[config.mk]
export PLATFORM = sky130hd
export DESIGN_NAME = ile_cell
export DESIGN_NICKNAME = d
export VERILOG_FILES = /design/src/rtl/ile_pkg.sv /design/src/rtl/ile_cell.sv
export SDC_FILE = /design/constraint.sdc
export NUM_CORES = 1
export LEC_CHECK = 0
export ABC_AREA = 1
export BUFFER_PORTS_ARGS = -buffer_cell sky130_fd_sc_hd__buf_2
export CORE_ASPECT_RATIO = 1.25
export CORE_MARGIN = 2
export CORE_UTILIZATION = 40
export DETAILED_ROUTE_END_ITERATION = 8
export PLACE_DENSITY = 0.88
export SETUP_SLACK_MARGIN = 0.02
export SYNTH_ARGS = -nofsm -noshare
export SYNTH_HDL_FRONTEND = slang
export SYNTH_SLANG_ARGS = --single-unit
[constraint.sdc]
create_clock -name clk_i -period 2.12 [get_ports clk_i]
set_input_delay 0.53 -clock clk_i [delete_from_list [all_inputs] [get_ports clk_i]]
set_output_delay 0.53 -clock clk_i [all_outputs]
set_load 0.05 [all_outputs]
[src/rtl/ile_pkg.sv]
// ile_pkg: shared constants, operation codes and cell control type
// for the indexed list engine; no dependencies
package ile_pkg;

  localparam int DEPTH = 64;
  localparam int WIDTH = 32;

  // fixed field widths of the channels
  localparam int OP_W   = 3;
  localparam int POS_W  = 7;
  localparam int VAL_W  = 32;
  localparam int FILL_W = 7;

  // entry count holds 0..DEPTH
  localparam int CNT_W = $clog2(DEPTH + 1);
  // common width for comparing positions, counts and cell indices
  localparam int CMP_W = (CNT_W > POS_W) ? CNT_W : POS_W;

  typedef enum logic [OP_W-1:0] {
    OP_PUSH   = 3'd0,
    OP_POP    = 3'd1,
    OP_GET    = 3'd2,
    OP_SET    = 3'd3,
    OP_INSERT = 3'd4,
    OP_ERASE  = 3'd5
  } op_e;

  typedef logic [WIDTH-1:0] word_t;

  // per-cell control for one beat
  typedef struct packed {
    logic load;     // take the incoming word
    logic take_lo;  // take the lower neighbor's word (insert shift)
    logic take_hi;  // take the upper neighbor's word (erase shift)
    logic rd_sel;   // drive this entry onto the read bus
  } cell_ctrl_t;

endpackage

[src/rtl/ile_cell.sv]
// ile_cell: one entry of the list, loads, shifts from a neighbor or holds
// depends on ile_pkg for the word and control types
module ile_cell (
  input  logic                clk_i,
  input  ile_pkg::cell_ctrl_t ctrl_i,
  input  ile_pkg::word_t      word_i,
  input  ile_pkg::word_t      lo_i,
  input  ile_pkg::word_t      hi_i,
  output ile_pkg::word_t      data_o,
  output ile_pkg::word_t      rd_o
);

  ile_pkg::word_t data_q, data_d;

  always_comb begin
    data_d = data_q;
    if (ctrl_i.load) begin
      data_d = word_i;
    end else if (ctrl_i.take_lo) begin
      data_d = lo_i;
    end else if (ctrl_i.take_hi) begin
      data_d = hi_i;
    end
  end

  always_ff @(posedge clk_i) begin
    data_q <= data_d;
  end

  assign data_o = data_q;
  assign rd_o   = ctrl_i.rd_sel ? data_q : '0;

endmodule

# Word level (Yosys, flattened, before mapping)
# Index checks and enable logic that the tools add are counted.
op_classes:
  n_addsub: 0
  mul: 0
  div: 0
  n_lt_le_gt_ge: 0
  eq_ne: 0
  shifts: 0
  n_mux: 4
  bitwise: 0
  n_reduce_logical: 1
ops:
  columns: ["operator", "n"]
  rows:
  - ["$mux W32", 4]
  - ["$reduce_bool A3 Y1", 1]
word_totals:
  reg_bits: 32
  latch_bits: 0
  ram_bits: 0
  mem_bits_ro: 0
  in_bits: 101
  output_inout_bits: 64
  elab_cells: 6
  mem_count: 0

# Longest topological paths before layout
# Gate-level depths: netlist (run 1).
logic_depth:
  ltp_word: 3
  depth_mapped: 6
  mapped_depth_nobuf: 4

# Worst setup path before layout (run 1)
# OpenSTA, ideal clock, no wires.
synth_timing:
  kind: "input to register"
  startpoint: "in ctrl_i[3] (netlist bit)"
  endpoint: "reg data_q[0], in the netlist data_o[0] (enable)"
  arrival_time_ps: 1543
  required_ps: 1730
  slack_ps: 187
  path_stages: 4
  path_buffers: 2
  path_cell_list: "buf_4 > inv_4 > buf_4 > nand2_1"
synth_between:
  elab_chain_len: 1
synth_lines:
  columns: ["element", "line_no", "rtl"]
  rows:
  - ["from (decl)", "ile_cell.sv:5", "input ile_pkg::cell_ctrl_t ctrl_i,"]
  - ["$reduce_bool A3 Y1 (no line)", null, null]
  - ["to (signal assigned)", "ile_cell.sv:27", "data_q <= data_d;"]
  - ["to (decl)", "ile_cell.sv:13", "ile_pkg::word_t data_q, data_d;"]
# Every way passes these cells.
# A chain may end at the register's enable or synchronous reset.

# Final worst setup path (run 1)
layout_timing:
  startpoint: "in ctrl_i[0] (netlist bit)"
  endpoint: "out rd_o[22]"
layout_between:
  elab_chain_len: 1
layout_lines:
  columns: ["element", "line_no", "rtl"]
  rows:
  - ["$mux W32", "ile_cell.sv:31", "assign rd_o = ctrl_i.rd_sel ? data_q : '0;"]
  - ["to (decl)", "ile_cell.sv:10", "output ile_pkg::word_t rd_o"]
# Every way passes these cells.

==> metrics.log, run 1 <==
[metrics] DRT iter0 DRCs: just under 90
[metrics] number of unique standard cell types used by synthesis: 9
[metrics] switch share: 0.418
[metrics] top cell type by total area after synthesis: sky130_fd_sc_hd__edfxtp_1
[metrics] instance area after placement: about 3100 sq um
[metrics] routed via count divided by cell count: 4.35
[metrics] Pins Over Slew Limit: 0
[metrics] Final Routed Wirelength: approximately 6 mm
[metrics] max-cap violation count: 0
[metrics] Post-CTS Setup Repair Bufs: 0
[metrics] detailed-placement wirelength estimate: about 4.8 mm
[metrics] Finished Core Util: 0.581
[metrics] ranking of synthesized cells by area: sky130_fd_sc_hd__edfxtp_1, sky130_fd_sc_hd__nand2_1, sky130_fd_sc_hd__inv_1, sky130_fd_sc_hd__nand3_1, sky130_fd_sc_hd__buf_4
[metrics] Sequential Area: around 960 sq um
[metrics] clock buffer depth: 2
[metrics] combinational group share of total power: 0.410
[metrics] CTS tree: yes
[metrics] largest fanout on the critical path: 32
[metrics] top cell type's share of synthesized area: 0.431
[metrics] sinks on the clock net: 32
[metrics] worst ir drop on vdd: between 0.0002 and 0.0003 V
[metrics] cell area after layout: 3140 sq um
[metrics] TritonCTS Buffers: 5
[metrics] final net count: 600
[metrics] Core Area: about 5400 sq um
[metrics] highest layer used for signal routing: met4
[metrics] number of antenna-violating nets in the routed design: 0
[metrics] floorplan die width: a little over 70 um
[metrics] clock tree root buffer cell: sky130_fd_sc_hd__clkbuf_8
[metrics] endpoint required time on the critical path: approximately 1.6 ns
[metrics] cell count after synthesis: between 300 and 400
[metrics] global route total overflow: 0
[metrics] number of hold buffers added after CTS: 0
[metrics] number of fill cells in the layout: about 500
[metrics] max reg flops: 32
[metrics] met1 routed wirelength after detailed routing: between 2 and 2.5 mm
[metrics] Worst Max-Slew Pin Slew: between 0.3 and 0.4 ns
[metrics] worst slack, placed: around 0.40 ns
[metrics] beginning of the worst hold path: word_i[12]
[metrics] Worst setup SP type: input pin
[metrics] global-route wire length before repair: 9.46 mm
[metrics] count of unresolved DRC violations after routing: 0
[metrics] final routed wire length divided by cell count: about 11 um
[metrics] beginning of the critical path: ctrl_i[0]
[metrics] #FFs+latches synth: 32
[metrics] via count: approximately 2500
[metrics] critical path capture point type: output pin
[metrics] internal power: 0.00123 W
[metrics] switching power total: roughly 0.00089 W
[metrics] growth of design area from synthesis to finish: 40.7%
[metrics] most frequent cells in the layout: sky130_fd_sc_hd__buf_2, sky130_fd_sc_hd__nand2_1, sky130_fd_sc_hd__inv_1, sky130_fd_sc_hd__nand3_1, sky130_fd_sc_hd__edfxtp_1
[metrics] minimum clock period after layout: between 1.5 and 2 ns
[metrics] Starting Density: 0.412
[metrics] Clk network pwr share: 0.201
[metrics] die outline area: between 6000 and 7000 sq um
[metrics] cell area after synthesis: 2230 sq um
[metrics] highest attainable clock frequency: ~580 MHz
[metrics] total count of hold-check failures in the final report: 0
[metrics] n_diodes: 0
[metrics] final worst path period share: 0.811
[metrics] met2 wire length: ~3.2 mm
[metrics] std cell rows: 30
[metrics] Setup violations, final: 0
[metrics] Setup TNS Final: 0 ns
[metrics] clock-pin slew of the registers on the worst-case setup and hold paths: about 0.060 ns
[metrics] met3 routed WL: 366 um
[metrics] commonest non-fill, non-tap cell in the layout: sky130_fd_sc_hd__buf_2
[metrics] Tightest Hold Check Type: in -> reg
[metrics] net count after synthesis: roughly 440
[metrics] sequential area share after synthesis: 0.431
[metrics] headroom to the max-slew limit: 0.751
[metrics] power density cells: about 680 nW/um^2
[metrics] total routing usage reported by global routing: 0.193
[metrics] die height: 87.5 um
[metrics] setup repair after global routing missed its margin: no
[metrics] via count of the first global-routing pass: 2242
[metrics] Crit Path Class: in -> out
[metrics] Final WS setup: roughly 0.40 ns
[metrics] number of placed I/O pins: about 170
[metrics] worst endpoint data arrival time: 1.19 ns
[metrics] CTS HTree Levels: 2
[metrics] Yosys warnings: 0
[metrics] First-pass DRT Iterations: 4
[metrics] RD Place Congestion: 0.786
[metrics] post-synthesis average cell area: roughly 6.5 sq um
[metrics] share of layout cells above drive strength 1: 0.350
[metrics] number of antenna violations at the first check in global routing: 0
[metrics] number of cells upsized or downsized after cts: 0
[metrics] sequential fraction of design power: 0.389
[metrics] number of buffers added on ports: roughly 160
[metrics] leak pwr: about 2.2 nW
[metrics] result of the run: completed
[metrics] maximum number of pins on one net before global-route repair: 34
[metrics] combined area of the multi-input logic cells: 768 sq um
-- stage by stage --
stage	power [W]	std cells	hold WS, ns
after detailed placement	0.00171	556	0.806
after CTS	0.00215	564	0.513
final	0.00212	564	0.525
after global placement	0.00170	556	0.800
after floorplan	0.00147	341	0.712
after global routing	0.00223	564	0.522
-- critical path, stage by stage --
cell                      delay [ns]
sky130_fd_sc_hd__buf_2          0.10
sky130_fd_sc_hd__buf_12         0.17
sky130_fd_sc_hd__nand2_1        0.07
sky130_fd_sc_hd__inv_1          0.06
sky130_fd_sc_hd__buf_2          0.25
-- cell families after synthesis --
group,after synthesis,synth area share
flops,32,0.431
simple gates,194,0.345
buf+inv,115,0.224
-- layer usage --
layer  track usage  up-vias
li1              -     1288
met1         0.215     1058
met2         0.361      101
met3        0.0313        8
met4        0.0823        0
met5             0        -
-- area by class of cell --
| type | instances | area share |
|---|---|---|
| repair buffers | 168 | 0.279 |
| clock inverters | 1 | 0.00120 |
| multi-input cells | 194 | 0.245 |
| inverters | 98 | 0.119 |
| clock buffers | 7 | 0.0243 |
| flip-flops and latches | 32 | 0.306 |
| well taps | 64 | 0.0255 |
-- worst paths after layout --
check                              end  slack [ns]  depth (start not counted)
hold / removal    data_o[12]$_DFFE_PP_        0.52                          3
setup / recovery              rd_o[22]        0.40                          5
-- synthesized netlist by cell type --
| cell type | n |
|---|---|
| sky130_fd_sc_hd__nand2_1 | 161 |
| sky130_fd_sc_hd__nor2_1 | 1 |
| sky130_fd_sc_hd__nand3_1 | 32 |
| sky130_fd_sc_hd__buf_2 | 6 |
| sky130_fd_sc_hd__buf_4 | 7 |
| sky130_fd_sc_hd__edfxtp_1 | 32 |
| sky130_fd_sc_hd__buf_6 | 4 |
| sky130_fd_sc_hd__inv_1 | 96 |
| sky130_fd_sc_hd__inv_4 | 2 |
-- power by group through the flow --
| stage | combinational [W] | clock [W] | sequential (W) |
|---|---|---|---|
| after global placement | 0.000863 | 0 | 0.000834 |
| after floorplan | 0.000378 | 0 | 0.00109 |
| after CTS | 0.000875 | 0.000447 | 0.000827 |
| after global routing | 0.000927 | 0.000472 | 0.000834 |
| after detailed placement | 0.000874 | 0 | 0.000840 |
| final | 0.000870 | 0.000425 | 0.000825 |
No activity file was read; power rests on OpenSTA's default activity.
==> inputs of run 2 (changes only) <==
- ABC_AREA: 1 -> 0
- CORE_UTILIZATION: 40 -> 34
- PLACE_DENSITY: 0.88 -> 0.84
- clock period: 2.12 -> 1.4 ns (I/O delays scaled with it)
==> run 2 against run 1 <==
Synthesized cell count down 49%. Cell area grew 5.2%. Non-clock buffer count up 11. Synthesized area decreased by 15%. Flip-flop and latch count did not move. Die area down 0.54%. Largest power group unchanged. Global-route usage down 1.2 points. Via count fell by 21%. Critical path type is now reg -> out.
==> metrics.log, run 2 <==
[metrics] clock tree root buffer cell: sky130_fd_sc_hd__clkbuf_8
[metrics] max-cap violation count: 0 (unchanged)
[metrics] maximum number of pins on one net before global-route repair: 35 (+2.9%)
[metrics] CTS HTree Levels: 2 (unchanged)
[metrics] number of antenna violations at the first check in global routing: 0 (unchanged)
[metrics] growth of design area from synthesis to finish: 75.2%
[metrics] First-pass DRT Iterations: 4 (unchanged)
[metrics] ranking of synthesized cells by area: sky130_fd_sc_hd__edfxtp_1, sky130_fd_sc_hd__mux2i_1, sky130_fd_sc_hd__and2_1, sky130_fd_sc_hd__o21ai_1, sky130_fd_sc_hd__nand2_1
[metrics] global route total overflow: 0 (unchanged)
[metrics] Pins Over Slew Limit: 0 (unchanged)
[metrics] Worst setup SP type: flip-flop
[metrics] via count of the first global-routing pass: 1957 (-13%)
[metrics] highest attainable clock frequency: approximately 730 MHz
[metrics] Crit Path Class: reg -> out
[metrics] clock buffer depth: 2 (unchanged)
[metrics] headroom to the max-slew limit: 0.721 (-0.0302)
[metrics] number of antenna-violating nets in the routed design: 0 (unchanged)
[metrics] Starting Density: 0.349 (-0.0639)
[metrics] clock-pin slew of the registers on the worst-case setup and hold paths: 0.06 ns (about the same)
[metrics] routed via count divided by cell count: 4.72 (+8.5%)
[metrics] endpoint required time on the critical path: 1.05 ns (-0.54 ns)
[metrics] final net count: 448 (-25%)
[metrics] largest fanout on the critical path: 2 (-94%)
[metrics] floorplan die width: 70.6 um (-0.27%)
[metrics] top cell type's share of synthesized area: 0.510 (+0.0790)
[metrics] die outline area: 6160 sq um (-0.54%)
[metrics] #FFs+latches synth: 32 (unchanged)
[metrics] leak pwr: 1.67 nW (-23%)
[metrics] number of buffers added on ports: 164 (unchanged)
[metrics] DRT iter0 DRCs: 57 (-36%)
[metrics] setup repair after global routing missed its margin: yes
[metrics] total count of hold-check failures in the final report: 0 (unchanged)
[metrics] sequential area share after synthesis: 0.510 (+0.0790)
[metrics] buffering stage count on the worst path with inverters included: 1 (-3)
[metrics] total routing usage reported by global routing: 0.181 (-0.0117)
[metrics] top cell type by total area after synthesis: sky130_fd_sc_hd__edfxtp_1
[metrics] via count: 1946 (-21%)
[metrics] Final Routed Wirelength: 5.83 mm (-5.0%)
[metrics] number of placed I/O pins: 165 (unchanged)
[metrics] critical path capture point type: output pin
[metrics] instance area after placement: 2760 sq um (-9.6%)
[metrics] die height: 87.2 um (-0.27%)
[metrics] sinks on the clock net: 32 (unchanged)
[metrics] net count after synthesis: 276 (-38%)
[metrics] Worst Max-Slew Pin Slew: 0.419 ns (+0.0453 ns)
[metrics] cell area after synthesis: 1880 sq um (-15%)
[metrics] Worst path slowest cell: sky130_fd_sc_hd__edfxtp_1
[metrics] std cell rows: 30 (unchanged)
[metrics] commonest non-fill, non-tap cell in the layout: sky130_fd_sc_hd__buf_2
[metrics] share of layout cells above drive strength 1: 0.624 (+0.274)
[metrics] number of unique standard cell types used by synthesis: 11 (+2)
[metrics] crit path cell chain: and2_4 > buf_6
[metrics] Finished Core Util: 0.611 (+0.0301)
[metrics] final routed wire length divided by cell count: 14.1 um (+30%)
[metrics] power density cells: 1050 nW/um^2 (+55%)
[metrics] top cells by count, synth: sky130_fd_sc_hd__and2_1, sky130_fd_sc_hd__edfxtp_1, sky130_fd_sc_hd__mux2i_1, sky130_fd_sc_hd__nand2_1, sky130_fd_sc_hd__o21ai_1
[metrics] Core Area: 5410 sq um (unchanged)
[metrics] post-synthesis average cell area: 10.8 sq um (+65%)
[metrics] dominant register cell in the synthesized netlist: sky130_fd_sc_hd__edfxtp_1
[metrics] count of unresolved DRC violations after routing: 0 (unchanged)
[metrics] largest incremental delay on the critical path: 0.43 ns (+0.18 ns)
[metrics] total power: 0.00346 W (+63%)
[metrics] cell area after layout: 3300 sq um (+5.2%)
[metrics] final worst path period share: 0.983
[metrics] max reg flops: 32 (unchanged)
[metrics] async set-reset flop share out of synthesis: 0 (unchanged)
[metrics] Yosys warnings: 0 (unchanged)
[metrics] worst ir drop on vdd: 0.000604 V (+130%)
[metrics] cell class contributing the biggest share of worst-path delay: flip-flops
[metrics] global-route wire length before repair: 8.77 mm (-7.3%)
[metrics] count of flip-flops with a built-in enable after synthesis: 32 (unchanged)
[metrics] Setup violations, final: 0 (unchanged)
[metrics] detailed-placement wirelength estimate: 4.00 mm (-17%)
[metrics] minimum clock period after layout: 1.38 ns
[metrics] result of the run: completed
[metrics] TritonCTS Buffers: 5 (unchanged)
[metrics] Tightest Hold Check Type: in -> reg
[metrics] most frequent cells in the layout: sky130_fd_sc_hd__buf_2, sky130_fd_sc_hd__mux2i_1, sky130_fd_sc_hd__nand2_1, sky130_fd_sc_hd__and2_4, sky130_fd_sc_hd__edfxtp_1
[metrics] cell count after synthesis: 175 (-49%)
[metrics] RD Place Congestion: 0.754 (-4.1%)
[metrics] CTS tree: yes
[metrics] worst endpoint data arrival time: 1.03 ns (-0.16 ns)
[metrics] n_diodes: 0 (unchanged)
==> run 2: cell count changes after synthesis, moves of 30 or more <==
| cell | previous run | this run |
|---|---|---|
| sky130_fd_sc_hd__nand3_1 | 32 | 0 |
| sky130_fd_sc_hd__inv_1 | 96 | 0 |
| sky130_fd_sc_hd__nand2_1 | 161 | 32 |
| sky130_fd_sc_hd__o21ai_1 | 0 | 30 |
| sky130_fd_sc_hd__mux2i_1 | 0 | 32 |
| sky130_fd_sc_hd__and2_1 | 0 | 32 |
==> run 2: repair_timing <==
item	CTS	global route
setup endpoints to repair	32	35
pin swaps	0	10
setup buffers	5	5
resized for setup	75	67
hold buffers	0	0
==> run 2: kinds of logic after synthesis <==
| family | synth area share |
|---|---|
| flops | 0.510 |
| mux | 0.170 |
| compound gates | 0.0850 |
| buf+inv | 0.0618 |
| simple gates | 0.173 |
==> run 2: layer usage <==
metal  wire [um]  part of all wire  track usage  up-vias
met4         161             0.028       0.0858        0
li1            -                 -            -      954
met5           0                 0            0        -
met1        1930              0.33        0.184      887
met3         349             0.060       0.0405       15
met2        3390              0.58        0.349       90
==> run 2: cell type report <==
cell class | instances | area [sq um]
Fill cell | 426 | 2100
Timing Repair Buffer | 179 | 1290
Sequential cell | 32 | 961
Multi-Input combinational cell | 129 | 892
Tap cell | 64 | 80.1
Clock buffer | 7 | 76.3
Clock inverter | 1 | 3.75
==> run 2: through the flow <==
| stage | setup TNS, ns | setup WS (ns) | hold slack (ns) | instances |
|---|---|---|---|---|
| 2_1_floorplan | 0 | 0.0465 | 0.541 | 175 |
| 3_3_place_gp | 0 | 0.0415 | 0.630 | 394 |
| 3_5_place_dp | 0 | 0.0204 | 0.637 | 394 |
| 4_1_cts | 0 | 0.00515 | 0.350 | 407 |
| 5_1_grt | -0.0292 | -0.0211 | 0.353 | 412 |
| 6_report | 0 | 0.0236 | 0.359 | 412 |
==> run 2: path summary, 6_finish.rpt <==
path                               end            startpoint  depth (start not counted)  slack, ns
setup / recovery              rd_o[28]  data_o[28]$_DFFE_PP_                          2       0.02
hold / removal    data_o[27]$_DFFE_PP_            word_i[27]                          3       0.36
==> run 2: report_power, final <==
group | switching [W] | total, W | internal (W)
Clock | 0.000308 | 0.000654 | 0.000345
Sequential | 0.0000583 | 0.00124 | 0.00119
Combinational | 0.000958 | 0.00157 | 0.000608
Total | 0.00132 | 0.00346 | 0.00214
